--- src/rtl/ssc_pkg.sv ---
// Package for the servo status packet checker.
// Holds the payload and configuration structs, result codes and shared constants.
// No dependencies.
package ssc_pkg;

  localparam int FRAME_BUFFER_BYTES = 64;

  // Output queue depth: room for two results per request plus slack.
  localparam int QDepth = 4;
  localparam int QPtrW  = $clog2(QDepth);
  localparam int QCntW  = $clog2(QDepth + 1);

  localparam logic [6:0] PosMax = 7'd127;

  localparam logic [3:0] CFG_SERVO_ID      = 4'd0;
  localparam logic [3:0] CFG_DATA_COUNT    = 4'd1;
  localparam logic [3:0] CFG_HEADER_FIRST  = 4'd2;
  localparam logic [3:0] CFG_HEADER_SECOND = 4'd3;

  localparam logic [7:0] SERVO_ID_RESET      = 8'd1;
  localparam logic [5:0] DATA_COUNT_RESET    = 6'd0;
  localparam logic [7:0] HEADER_FIRST_RESET  = 8'd255;
  localparam logic [7:0] HEADER_SECOND_RESET = 8'd255;

  typedef enum logic [2:0] {
    RES_OK       = 3'd0,
    RES_HEADER   = 3'd1,
    RES_ID       = 3'd2,
    RES_LENGTH   = 3'd3,
    RES_CHECKSUM = 3'd4,
    RES_SHORT    = 3'd5
  } result_e;

  typedef struct packed {
    logic [7:0] rx_byte;
    logic       frame_end;
  } in_item_t;

  typedef struct packed {
    logic       item_kind;
    logic [5:0] data_index;
    logic [7:0] data_byte;
    logic [7:0] status_byte;
    result_e    result_code;
    logic       last_of_frame;
  } out_item_t;

  typedef struct packed {
    logic [7:0] servo_id;
    logic [5:0] data_count;
    logic [7:0] header_first;
    logic [7:0] header_second;
  } cfg_t;

  // Results produced by one request, in delivery order.
  typedef struct packed {
    logic [1:0] count;
    out_item_t  first;
    out_item_t  second;
  } results_t;

endpackage

--- src/rtl/servo_status_packet_checker_top.sv ---
// Servo status packet checker, top level: configuration registers, input register,
// frame checker and result queue. Depends on ssc_pkg, ssc_frame_check, ssc_out_queue.
// A result passes the input register and then the result queue before it is offered.
// Throughput: one byte per cycle while the queue has room for its results; the queue
// drains one result per cycle, so a data byte that ends a frame pushes two results.
// Reset: asynchronous, active low; clears frame state and queue, registers to defaults.
module servo_status_packet_checker_top #(
  parameter int FrameBufferBytes = ssc_pkg::FRAME_BUFFER_BYTES
) (
  input  logic               clk_i,
  input  logic               rst_ni,
  input  logic               in_valid_i,
  output logic               in_ready_o,
  input  ssc_pkg::in_item_t  in_data_i,
  output logic               out_valid_o,
  input  logic               out_ready_i,
  output ssc_pkg::out_item_t out_data_o,
  input  logic               cfg_valid_i,
  output logic               cfg_ready_o,
  input  logic [3:0]         cfg_index_i,
  input  logic [7:0]         cfg_data_i
);
  import ssc_pkg::*;

  cfg_t             cfg_q;
  logic             in_valid_q;
  in_item_t         in_q;
  results_t         results;
  logic [QCntW-1:0] space;
  logic             advance;

  assign cfg_ready_o = 1'b1;

  always_ff @(posedge clk_i or negedge rst_ni) begin
    if (!rst_ni) begin
      cfg_q.servo_id      <= SERVO_ID_RESET;
      cfg_q.data_count    <= DATA_COUNT_RESET;
      cfg_q.header_first  <= HEADER_FIRST_RESET;
      cfg_q.header_second <= HEADER_SECOND_RESET;
    end else if (cfg_valid_i) begin
      unique case (cfg_index_i)
        CFG_SERVO_ID:      cfg_q.servo_id      <= cfg_data_i;
        CFG_DATA_COUNT:    cfg_q.data_count    <= cfg_data_i[5:0];
        CFG_HEADER_FIRST:  cfg_q.header_first  <= cfg_data_i;
        CFG_HEADER_SECOND: cfg_q.header_second <= cfg_data_i;
        default: ;
      endcase
    end
  end

  // The registered byte moves on once the queue can hold all of its results.
  assign advance    = in_valid_q && (QCntW'(results.count) <= space);
  assign in_ready_o = !in_valid_q || advance;

  always_ff @(posedge clk_i or negedge rst_ni) begin
    if (!rst_ni) begin
      in_valid_q <= 1'b0;
    end else if (in_ready_o) begin
      in_valid_q <= in_valid_i;
    end
  end

  always_ff @(posedge clk_i) begin
    if (in_ready_o && in_valid_i) begin
      in_q <= in_data_i;
    end
  end

  ssc_frame_check #(
    .FrameBufferBytes(FrameBufferBytes)
  ) u_check (
    .clk_i    (clk_i),
    .rst_ni   (rst_ni),
    .en_i     (advance),
    .item_i   (in_q),
    .cfg_i    (cfg_q),
    .results_o(results)
  );

  ssc_out_queue u_queue (
    .clk_i      (clk_i),
    .rst_ni     (rst_ni),
    .push_en_i  (advance),
    .push_i     (results),
    .pop_i      (out_ready_i),
    .out_valid_o(out_valid_o),
    .out_item_o (out_data_o),
    .space_o    (space)
  );

  a_space_bound: assert property (@(posedge clk_i) disable iff (!rst_ni)
    space <= QCntW'(QDepth))
    else $error("result queue space out of range");

  a_stalled_byte_held: assert property (@(posedge clk_i) disable iff (!rst_ni)
    in_valid_q && !advance |=> in_valid_q && $stable(in_q))
    else $error("stalled input byte was lost or changed");

  a_frame_end_verdict: assert property (@(posedge clk_i) disable iff (!rst_ni)
    advance && in_q.frame_end |-> results.count != 2'd0)
    else $error("frame end produced no verdict");

endmodule

--- src/rtl/ssc_frame_check.sv ---
// Frame state and per-byte checks of the servo status packet checker.
// Depends on ssc_pkg.
module ssc_frame_check #(
  parameter int FrameBufferBytes = ssc_pkg::FRAME_BUFFER_BYTES
) (
  input  logic              clk_i,
  input  logic              rst_ni,
  input  logic              en_i,
  input  ssc_pkg::in_item_t item_i,
  input  ssc_pkg::cfg_t     cfg_i,
  output ssc_pkg::results_t results_o
);
  import ssc_pkg::*;

  logic [6:0] pos_q, pos_d;
  logic [7:0] sum_q, sum_d;
  result_e    fail_q, fail_d;
  logic [7:0] status_q, status_d;
  logic       cks_seen_q, cks_seen_d;

  logic [7:0] b;
  logic [6:0] cks_pos;
  logic       in_buf;
  logic       data_hit;
  result_e    fail_new;
  out_item_t  data_item;
  out_item_t  verdict_item;

  always_comb begin
    b        = item_i.rx_byte;
    cks_pos  = 7'd5 + {1'b0, cfg_i.data_count};
    in_buf   = int'(pos_q) < FrameBufferBytes;
    sum_d    = sum_q;
    status_d = status_q;
    cks_seen_d = cks_seen_q;
    fail_new = RES_OK;
    data_hit = 1'b0;

    if (in_buf && !cks_seen_q) begin
      if (pos_q == 7'd0) begin
        if (b != cfg_i.header_first) fail_new = RES_HEADER;
      end else if (pos_q == 7'd1) begin
        if (b != cfg_i.header_second) fail_new = RES_HEADER;
      end else if (pos_q == 7'd2) begin
        sum_d = b;
        if (b != cfg_i.servo_id) fail_new = RES_ID;
      end else if (pos_q == 7'd3) begin
        sum_d = sum_q + b;
        if (b != {2'b00, cfg_i.data_count} + 8'd2) fail_new = RES_LENGTH;
      end else if (pos_q == 7'd4) begin
        sum_d    = sum_q + b;
        status_d = b;
      end else if (pos_q < cks_pos) begin
        sum_d    = sum_q + b;
        data_hit = 1'b1;
      end else if (pos_q == cks_pos) begin
        if (b != ~sum_q) fail_new = RES_CHECKSUM;
        cks_seen_d = 1'b1;
      end
    end

    // The first failure found in arrival order is the one kept.
    fail_d = (fail_q == RES_OK) ? fail_new : fail_q;
    pos_d  = (pos_q == PosMax) ? pos_q : pos_q + 7'd1;

    data_item               = '0;
    data_item.item_kind     = 1'b0;
    data_item.data_index    = 6'(pos_q - 7'd5);
    data_item.data_byte     = b;
    data_item.result_code   = RES_OK;

    verdict_item               = '0;
    verdict_item.item_kind     = 1'b1;
    verdict_item.status_byte   = status_d;
    verdict_item.result_code   = (fail_d == RES_OK && !cks_seen_d) ? RES_SHORT : fail_d;
    verdict_item.last_of_frame = 1'b1;

    results_o = '0;
    if (data_hit) begin
      results_o.first  = data_item;
      results_o.second = verdict_item;
      results_o.count  = item_i.frame_end ? 2'd2 : 2'd1;
    end else if (item_i.frame_end) begin
      results_o.first = verdict_item;
      results_o.count = 2'd1;
    end

    if (item_i.frame_end) begin
      pos_d      = '0;
      sum_d      = '0;
      fail_d     = RES_OK;
      status_d   = '0;
      cks_seen_d = 1'b0;
    end
  end

  always_ff @(posedge clk_i or negedge rst_ni) begin
    if (!rst_ni) begin
      pos_q      <= '0;
      sum_q      <= '0;
      fail_q     <= RES_OK;
      status_q   <= '0;
      cks_seen_q <= 1'b0;
    end else if (en_i) begin
      pos_q      <= pos_d;
      sum_q      <= sum_d;
      fail_q     <= fail_d;
      status_q   <= status_d;
      cks_seen_q <= cks_seen_d;
    end
  end

endmodule

--- src/rtl/ssc_out_queue.sv ---
// Result queue of the servo status packet checker; takes up to two results a cycle.
// Depends on ssc_pkg.
module ssc_out_queue (
  input  logic                       clk_i,
  input  logic                       rst_ni,
  input  logic                       push_en_i,
  input  ssc_pkg::results_t          push_i,
  input  logic                       pop_i,
  output logic                       out_valid_o,
  output ssc_pkg::out_item_t         out_item_o,
  output logic [ssc_pkg::QCntW-1:0]  space_o
);
  import ssc_pkg::*;

  out_item_t        mem_q [QDepth];
  logic [QPtrW-1:0] wr_ptr_q, wr_ptr_d;
  logic [QPtrW-1:0] rd_ptr_q, rd_ptr_d;
  logic [QCntW-1:0] cnt_q, cnt_d;
  logic [QCntW-1:0] push_cnt;
  logic             do_pop;

  assign do_pop      = pop_i && (cnt_q != '0);
  assign out_valid_o = cnt_q != '0;
  assign out_item_o  = mem_q[rd_ptr_q];
  // Space counts the slot freed by a pop in this same cycle.
  assign space_o     = QCntW'(QDepth) - cnt_q + QCntW'(do_pop);

  always_comb begin
    push_cnt = push_en_i ? QCntW'(push_i.count) : '0;
    wr_ptr_d = wr_ptr_q + QPtrW'(push_cnt);
    rd_ptr_d = rd_ptr_q + QPtrW'(do_pop);
    cnt_d    = cnt_q + push_cnt - QCntW'(do_pop);
  end

  always_ff @(posedge clk_i) begin
    if (push_en_i && push_i.count != 2'd0) begin
      mem_q[wr_ptr_q] <= push_i.first;
    end
    if (push_en_i && push_i.count == 2'd2) begin
      mem_q[wr_ptr_q + QPtrW'(1)] <= push_i.second;
    end
  end

  always_ff @(posedge clk_i or negedge rst_ni) begin
    if (!rst_ni) begin
      wr_ptr_q <= '0;
      rd_ptr_q <= '0;
      cnt_q    <= '0;
    end else begin
      wr_ptr_q <= wr_ptr_d;
      rd_ptr_q <= rd_ptr_d;
      cnt_q    <= cnt_d;
    end
  end

endmodule
--- config.mk ---
export PLATFORM = sky130hd
export DESIGN_NAME = servo_status_packet_checker_top
export DESIGN_NICKNAME = d
export VERILOG_FILES = /design/src/rtl/ssc_pkg.sv /design/src/rtl/servo_status_packet_checker_top.sv /design/src/rtl/ssc_frame_check.sv /design/src/rtl/ssc_out_queue.sv
export SDC_FILE = /design/constraint.sdc
export NUM_CORES = 1
export LEC_CHECK = 0
export BUFFER_PORTS_ARGS = -buffer_cell sky130_fd_sc_hd__buf_2
export CAP_MARGIN = 20
export CORE_MARGIN = 5
export CORE_UTILIZATION = 25
export DETAILED_ROUTE_END_ITERATION = 12
export HOLD_SLACK_MARGIN = 0.08
export PLACE_DENSITY_LB_ADDON = 0.25
export SLEW_MARGIN = 15
export SYNTH_ARGS = -nofsm -noshare
export SYNTH_HDL_FRONTEND = slang
export SYNTH_SLANG_ARGS = --single-unit
--- constraint.sdc ---
create_clock -name clk_i -period 5.7 [get_ports clk_i]
set_clock_uncertainty 0.15 [all_clocks]
set_input_delay 0.285 -clock clk_i [delete_from_list [all_inputs] [get_ports clk_i]]
set_output_delay 0.285 -clock clk_i [all_outputs]
set_load 0.05 [all_outputs]
# Word level (Yosys, flattened, before mapping)
# Memory sizes are Yosys's and may differ from the RTL's.
# Index checks and enable logic that the tools add are counted.
[totals]
ff_bits = 74
latch_bits = 0
ram_bits = 108
mem_bits_ro = 0
out_inout_bits = 30
n_memories = 1
[classes]
n_addsub = 12
n_mul = 0
div = 0
n_lt_le_gt_ge = 3
eq_ne = 18
shift = 0
mux = 58
bitwise_logic = 1
reduce_logical = 25
[mem_list]
columns = ["memory", "words", "word_bits", "rd", "rd_ports_with_merged_regs", "write_ports", "line", "source"]
rows = [
  ["u_queue.mem_q", 4, 27, 1, 0, 2, "ssc_out_queue.sv:15", "out_item_t mem_q [QDepth];"],
]
[op_table]
columns = ["operator", "n"]
rows = [
  ["two-way mux 8 bit", 15],
  ["inequality test 8 bit", 5],
  ["two-way mux 3 bit", 12],
  ["two-way mux 29 bit", 1],
  ["two-way mux 28 bit", 1],
  ["two-way mux 27 bit", 1],
  ["two-way mux 1 bit", 22],
  ["== test 7 x 2 -> 1 bit (second input constant)", 2],
  ["two-way mux 7 bit", 2],
  ["AND reduction 2 bit", 5],
  ["adder 8 bit", 1],
  ["== test 4 x 2 -> 1 bit (second input constant)", 2],
  ["two-way mux 2 bit", 4],
  ["NOT 8 bit", 1],
  ["adder 3 x 6 -> 7 bit (first input constant)", 1],
  ["adder 6 x 2 -> 7 bit (second input constant)", 1],
  ["adder 7 x 1 -> 7 bit (second input constant)", 1],
  ["== test 7 x 1 -> 1 bit (second input constant)", 1],
  ["== test 7 x 3 -> 1 bit (second input constant)", 1],
  ["== test 7 bit", 1],
  ["== test 7 bit (second input constant)", 1],
  ["logical AND 1 bit", 7],
  ["logical NOT 7 bit", 1],
  ["< comparator 7 bit", 1],
  ["21 further kinds", 27],
]

# Logic depth before layout (Yosys ltp)
# Gate-level depths: netlist of run 1.
[depth]
word_depth = 22
ltp_mapped = 25

# By module
# Synthesis of run 1 repeated with hierarchy kept, for this count alone.
[unflattened]
cells_unflattened = 756
hier_area_um2 = 10254.8
[modules_own_cells]
columns = ["mod", "instances", "cells_per_inst", "area_per_inst_um2", "seq_area_each_um2"]
rows = [
  ["ssc_out_queue", 1, 311, 5811.8, 3418.3],
  ["ssc_frame_check", 1, 356, 2894.0, 675.6],
  ["servo_status_packet_checker_top", 1, 89, 1549.0, 1067.3],
]

# Worst setup path after synthesis of run 1
# Ideal clock, no wire load.
[synth_timing]
path_kind = "register to register"
from = "reg cfg_q[18] (netlist bit)"
to = "mem u_queue.mem_q[2][0] (netlist bit) (enable)"
arrival_ps = 4473
slack_ps = 733
path_stages_with_launch = 24
period_less_slack_ps = 4967
cell_sequence = "dfrtp_1 -> clkbuf_1 -> inv_1 -> ha_1 -> a21oi_1 -> nor2_1 -> xnor2_1 -> ha_1 -> o21ai_0 -> nor2_1 -> nor3_1 -> nand3b_2 -> buf_4 -> inv_1 -> ha_1 -> ha_1 -> nor2b_1 -> o211ai_1 -> nand2_1 -> or3_1 -> buf_2 -> and2_1 -> clkbuf_1 -> inv_1"
[synth_lines]
columns = ["item", "line", "source"]
rows = [
  ["start, declared", "servo_status_packet_checker_top.sv:25", "cfg_t cfg_q;"],
  ["end, declared", "ssc_out_queue.sv:15", ""],
]

# Worst setup path after layout of run 1
[layout_timing]
from = "reg cfg_q[18] (netlist bit)"
to = "reg u_queue.cnt_q[2]"
[layout_between]
elab_chain_len = 15
[layout_lines]
columns = ["item", "line", "source"]
rows = [
  ["adder 3 x 6 -> 7 bit *", "ssc_frame_check.sv:31", "cks_pos = 7'd5 + {1'b0, cfg_i.data_count};"],
  ["< comparator 7 bit *", "ssc_frame_check.sv:53", "end else if (pos_q < cks_pos) begin"],
  ["two-way mux 1 bit *", "ssc_frame_check.sv:53", ""],
  ["two-way mux 1 bit *", "ssc_frame_check.sv:50", "end else if (pos_q == 7'd4) begin"],
  ["two-way mux 1 bit *", "ssc_frame_check.sv:47", "end else if (pos_q == 7'd3) begin"],
  ["two-way mux 1 bit *", "ssc_frame_check.sv:44", "end else if (pos_q == 7'd2) begin"],
  ["two-way mux 1 bit *", "ssc_frame_check.sv:42", "end else if (pos_q == 7'd1) begin"],
  ["two-way mux 1 bit *", "ssc_frame_check.sv:40", "if (pos_q == 7'd0) begin"],
  ["two-way mux 1 bit *", "ssc_frame_check.sv:39", "if (in_buf && !cks_seen_q) begin"],
  ["two-way mux 29 bit *", "ssc_frame_check.sv:79", "if (data_hit) begin"],
  ["less-or-equal comparator 2 x 3 -> 1 bit", "servo_status_packet_checker_top.sv:52", "assign advance = in_valid_q && (QCntW'(results.count) <= space);"],
  ["logical AND 1 bit", "servo_status_packet_checker_top.sv:52", ""],
  ["two-way mux 2 bit *", "ssc_out_queue.sv:29", "push_cnt = push_en_i ? QCntW'(push_i.count) : '0;"],
  ["adder 3 bit *", "ssc_out_queue.sv:32", "cnt_d = cnt_q + push_cnt - QCntW'(do_pop);"],
  ["subtractor 3 x 1 -> 3 bit *", "ssc_out_queue.sv:32", ""],
  ["net u_queue.cnt_d[2]", "ssc_out_queue.sv:18", "logic [QCntW-1:0] cnt_q, cnt_d;"],
  ["end signal, assigned", "ssc_out_queue.sv:52", "cnt_q <= cnt_d;"],
  ["end, declared", "ssc_out_queue.sv:18", ""],
]
# The timed path passes the listed nets; every way through them passes the cells marked *.
# A chain may end at the register's enable or synchronous reset.

==> results of run 1 <==
-- area by class of cell --
| type | instances | area (um^2) |
|---|---|---|
| sequential | 178 | 4480 |
| clock inverter | 15 | 165 |
| inverter | 25 | 101 |
| clock buffer | 17 | 425 |
| tap | 455 | 569 |
| timing repair buffer | 87 | 566 |
| fill | 3527 | 24200 |
| multi-input combinational | 495 | 3920 |
-- worst max-delay path, stage by stage (launching register included) --
cell	delay, ns
dfrtp_1	0.48
inv_1	0.09
ha_1	0.18
a21oi_1	0.23
nor2_1	0.09
xnor2_1	0.13
ha_1	0.31
o21ai_0	0.17
nor2_1	0.05
nor3_1	0.33
nand3b_2	0.14
inv_1	0.11
ha_1	0.27
ha_1	0.27
nor2b_1	0.13
o211ai_1	0.22
and2_1	0.38
nand2_1	0.17
ha_1	0.34
fa_1	0.43
xor2_1	0.16
xnor2_1	0.12
-- routing by layer --
layer | vias to the layer above | GRT usage, %
met3 | 16 | 2.24
li1 | 2831 | -
met5 | - | 0
met2 | 105 | 19.4
met4 | 0 | 2.59
met1 | 2968 | 16.4
-- cell families (layout without fill, tap and decap cells) --
| family | Yosys count | after routing | synth area share [%] |
|---|---|---|---|
| AO/OA/AOI/OAI | 144 | 144 | 12.0 |
| buffers and inverters | 69 | 144 | 3.37 |
| multiplexers | 65 | 65 | 11.6 |
| XOR/XNOR | 54 | 54 | 5.45 |
| other | 1 | 1 | 0.0432 |
| adder cells (fa/ha/maj) | 35 | 35 | 5.22 |
| AND/OR/NAND/NOR | 196 | 196 | 10.7 |
| flip-flops | 178 | 178 | 51.6 |
-- synth_stat cells (10+ instances only) --
cell	number	area share (%)
xnor2_1	33	3.3
nand3_1	18	1.0
mux2i_1	11	1.3
dfrtp_1	48	14
edfxtp_1	57	20
a22oi_1	10	0.86
inv_1	25	1.1
mux4_2	26	6.7
mux2_2	28	3.6
clkbuf_1	21	0.91
ha_1	33	4.8
xor2_1	21	2.1
nor2_1	81	3.5
a22o_1	47	4.7
nand4_1	12	0.86
buf_2	18	1.0
a21oi_1	12	0.69
dfstp_2	17	5.1
dfxtp_1	56	13
o21ai_0	36	2.1
nand2_1	39	1.7
-- per-stage QoR --
| step | worst slack, ns | hold slack, ns | std cells | power, uW | area [um^2] |
|---|---|---|---|---|---|
| final | 0.639 | 0.0897 | 1272 | 6050 | 10200 |
| after CTS | 0.402 | 0.0857 | 1272 | 6140 | 10200 |
| after detailed placement | 0.429 | 0.311 | 1221 | 4940 | 9430 |
| after floorplan | 0.733 | -0.161 | 742 | 4160 | 8680 |
| after global routing | 0.0779 | 0.128 | 1272 | 6470 | 10200 |
| after global placement | 0.577 | 0.307 | 1221 | 4910 | 9430 |
-- where the power goes --
group	internal (uW)	leakage (uW)	total, uW	switching, uW
Sequential	1810	0.00179	2180	373
Clock	591	0.000290	1170	578
Combinational	998	0.00198	2700	1700
-- state kept, by name (all words and copies together), names as in the netlist --
| signal | flops |
|---|---|
| in_valid_q | 1 |
| u_check.fail_q | 3 |
| u_queue.rd_ptr_q | 2 |
| cfg_q | 30 |
| u_check.sum_q | 8 |
| u_queue.wr_ptr_q | 2 |
| u_check.pos_q | 7 |
| in_q | 9 |
| u_queue.mem_q | 104 |
| u_check.cks_seen_q | 1 |
| u_queue.cnt_q | 3 |
| u_check.status_q | 8 |
-- how the worst max path moves through the flow --
| stage | endpoint | slack [ns] | cells past startpoint |
|---|---|---|---|
| 2_1_floorplan | u_queue.mem_q[2][0] | 0.73 | 23 |
| 3_3_place_gp | u_queue.mem_q[3][10] | 0.58 | 21 |
| 3_5_place_dp | u_queue.mem_q[3][8] | 0.43 | 20 |
| 4_1_cts | u_queue.mem_q[3][10] | 0.40 | 20 |
| 5_1_grt | u_queue.cnt_q[2] | 0.08 | 21 |
| 6_report | u_queue.cnt_q[2] | 0.64 | 21 |
-- repair_timing --
item,CTS,global route
hold buffers,19,0
hold endpoints to repair,88,0
resized for setup,0,3
endpoints found under the setup margin,0,24
==> flow_summary.toml, run 1 <==
[sta]
relSlewSlack_pct = 34.5
hold_violations = 0
max_clock_freq_mhz = 198
worst_slew_pin_slew_ns = 0.983
finalSetupTns_ns = 0
fin_crit_ns = 5.06
min_period_over_period_pct = 88.8
rsz0062_at_grt = "false"
slew_violations = 0
setup_viol = 0

[yosys]
synth_edf_count = 57
syn-cell-area_um2 = 8680
ys_seq_elements = 178
syn_area_per_cell_um2 = 11.7
yosys_warnings = 0
netlist_instances = 742
postSynth.asyncResetShare_pct = 36.5
ys_dominant_reg_cell = "edfxtp_1"
yosysSeqAreaShare_pct = 51.6
syn_nets = 803
synth_cell_types = 62

[die]
die_h_um = 196
rows = 68
core_area_um2 = 34500
die_x_um = 196
start_util_pct = 25.2
boundaryPins = 56
die-area_um2 = 38600

[power_and_ir_drop]
peakVddDrop_mv = 0.281
leakagePower_uw = 0.00406
powerDensity_nw_per_um2 = 591

[detailed_routing]
route.met2.wl_um = 10700
vias = 5920
drt-met1-wl_um = 10600
wl_um = 22300
drt_pass1_iterations = 5
drtAntennaViolNets = 0
wl_met3_um = 702
drc = 0
via_per_inst = 4.65
highest_layer = "met4"
wire_per_inst_um = 17.5
drt_iter0_markers = 306

[grt]
grt_pass1_vias = 6030
grt_usage_pct = 11.8
grt_pass1_wl_um = 35800
antenna_found_initial = 0
grt_max_degree = 66
overflow = 0

[placed_design]
gp_congestion = 0.780
port_buffers = 54
dp_hpwl_um = 15400

[worst_hold_path]
hold_depth = 4
min_from = "out_ready_i"
whs_endpoint = "u_queue.rd_ptr_q[0]"
hold_path_class = "input port to flip-flop"

[setup_path]
critPathLaunch = "cfg_q[18]"
cp-end-kind = "flip-flop"
r2r-end = "u_queue.cnt_q[2]"
r2r_cells = 21
reg2reg_slack_ns = 0.64
critPathLaunchType = "flip-flop"
path_class = "flip-flop to flip-flop"
path_max_fanout = 11
cp.required_ns = 5.88
arrival_ns = 5.24
r2r-start = "cfg_q[18]"

[finish]
area_delta_synth_final_pct = 17.8
final_common_cell = "nor2_1"
most-common-layout-cells = "nor2_1, edfxtp_1, dfxtp_1"
drive_gt1_share_pct = 22.8
insertedDiodeCount = 0
layout.nets = 865
fin_util_pct = 29.7

[clock_tree]
insertion_delay_ns = 0.44
root_buffer = "clkbuf_16"
cts_setup_buffers = 0
cts_made_buffers = 17
path_clk_slew_ns = 0.08
clock-sinks = 178
htree_levels = 4
cts_max_path_buffers = 2
cts_tree = "built"

[run_status]
status = "complete, no violations"

[run]
max-cap-violations = 0
Power figures use the tool's default switching activity.
==> run 2, diff against run 1 <==
Settings changed: BUFFER_PORTS_ARGS -buffer_cell sky130_fd_sc_hd__buf_2 to default, DONT_BUFFER_PORTS from default to 1, SKIP_CTS_REPAIR_TIMING from default to 1.
==> run 2 against run 1 <==
  * Sequential power is essentially flat
  * Cell count down 3.9%
  * Flip-flop and latch count is the same
  * Maximum frequency down 0.60%
  * Global-route usage grew 0.16 points
  * Combinational power decreased by 4%
  * Utilization shrank 0.61 points
  * Highest routed layer unchanged
  * Non-clock buffer count down 49
  * Register-to-register slack worse by 0.03 ns
==> flow_summary.toml, run 2 (synthesis results as in run 1) <==
[sta]
hold_violations = 0
setup_viol = 0
fin_crit_ns = 5.09
rsz0062_at_grt = "false"
max_clock_freq_mhz = 196
min_period_over_period_pct = 89.3
relSlewSlack_pct = 34.2
worst_slew_pin_slew_ns = 0.981
slew_violations = 0
finalSetupTns_ns = 0

[clock_tree]
htree_levels = 4
cts_tree = "built"
clock-sinks = 178
cts_made_buffers = 17
root_buffer = "clkbuf_16"
cts_max_path_buffers = 2
path_clk_slew_ns = 0.07
insertion_delay_ns = 0.44

[power_and_ir_drop]
peakVddDrop_mv = 0.231
powerDensity_nw_per_um2 = 594
leakagePower_uw = 0.00386
power_uw = 5950

[finish]
nFillCells = 3523
reg_top3 = "u_queue.mem_q (104), cfg_q (30), in_q (9)"
area_delta_synth_final_pct = 15.3
layout.nets = 816
most-common-layout-cells = "nor2_1, edfxtp_1, dfxtp_1"
largest_reg_flops = 104
drive_gt1_share_pct = 17.3
multi_input_area_um2 = 3920
insertedDiodeCount = 0
regMostFlops = "u_queue.mem_q"
final_common_cell = "nor2_1"
area.sequential_um2 = 4480

[grt]
grt_pass1_wl_um = 35900
grt_pass1_vias = 5983
antenna_found_initial = 0
overflow = 0
grt_max_degree = 66
grt_usage_pct = 12.0

[detailed_routing]
wire_per_inst_um = 18.6
drc = 0
via_per_inst = 4.64
drt_iter0_markers = 335
wl_um = 22700
vias = 5679
drtAntennaViolNets = 0
drt_pass1_iterations = 4

[setup_path]
arrival_ns = 5.01
r2r_cells = 21
reg2reg_slack_ns = 0.61
path_class = "flip-flop to flip-flop"
cp-end-kind = "flip-flop"
path_max_fanout = 15
critPathLaunchType = "flip-flop"
cp.required_ns = 5.62
r2r-end = "u_queue.mem_q[1][10]"
r2r-start = "cfg_q[18]"

[die]
rows = 68
die_h_um = 196
core_area_um2 = 34500
die_x_um = 196
die-area_um2 = 38600
boundaryPins = 56
start_util_pct = 25.2

[worst_hold_path]
hold_path_class = "input port to flip-flop"
min_from = "cfg_index_i[0]"
whs_endpoint = "cfg_q[18]"
hold_depth = 2

[run]
max-cap-violations = 0

[placed_design]
dp_hpwl_um = 15600
gp_congestion = 0.778
port_buffers = 0

[run_status]
status = "complete, no violations"
[run 2: changes by cell type in the layout (fill, tap and decap cells not counted)]
cell,delta
buf_16,+1
buf_2,-54
bufinv_8,+1
clkinv_8,-2
dlygate4sd3_1,+4
inv_4,+1
[run 2: layer usage]
metal  track usage, %  part of all wire [%]  vias to the layer above
li1                 -                     -                     2745
met1             16.1                    47                     2835
met2             19.9                    49                       92
met3             2.87                   3.1                        7
met4             2.38                  0.59                        0
met5                0                     0                        -
[run 2: where the power goes]
group | internal [uW] | total, uW | switching [uW]
clock | 605 | 1180 | 576
combinational | 914 | 2600 | 1680
sequential | 1810 | 2170 | 366
total | 3320 | 5950 | 2630
[run 2: cell type report]
cell class	count	share of cell area (%)
clock buffer	17	4.25
clock inverter	15	1.56
inverter	25	1.01
multi-input combinational	495	39.1
sequential	178	44.8
tap	455	5.69
timing repair buffer	38	3.62
[run 2: worst max-delay path, stage by stage, from the launching register on]
cell and delay (ns):
dfrtp_1 0.48, inv_1 0.10, ha_1 0.19, a21oi_1 0.21, nor2_1 0.09, xnor2_1 0.14, ha_1 0.31, o21ai_0 0.16
nor2_1 0.06, nor3_1 0.31, nand3b_2 0.15, inv_1 0.11, ha_1 0.27, ha_1 0.28, nor2b_1 0.13, o211ai_1 0.23
nand2_1 0.11, buf_4 0.21, nor2_1 0.17, nand2_1 0.20, and2_1 0.23, inv_1 0.44
[run 2: how the worst max path moves through the flow]
stage	start	end	cells past startpoint
5_1_grt	cfg_q[18]	u_queue.mem_q[0][8]	21
3_5_place_dp	cfg_q[18]	u_queue.mem_q[3][8]	20
2_1_floorplan	cfg_q[18]	u_queue.mem_q[2][0]	23
4_1_cts	cfg_q[18]	u_queue.mem_q[3][8]	20
3_3_place_gp	cfg_q[18]	u_queue.mem_q[3][10]	20
6_report	cfg_q[18]	u_queue.mem_q[1][10]	21
[run 2: metrics by stage]
stage               cell area, um^2  hold slack (ns)  std cells  util, %  worst slack, ns
finish                        10000           0.0913       1223     29.1            0.609
global route                  10000            0.129       1223     29.1           0.0291
CTS                            9740           -0.637       1199     28.3            0.403
detailed placement             9160           -0.158       1167     26.6            0.416
global placement               9160           -0.158       1167     26.6            0.577
floorplan                      8680           -0.161        742        -            0.733
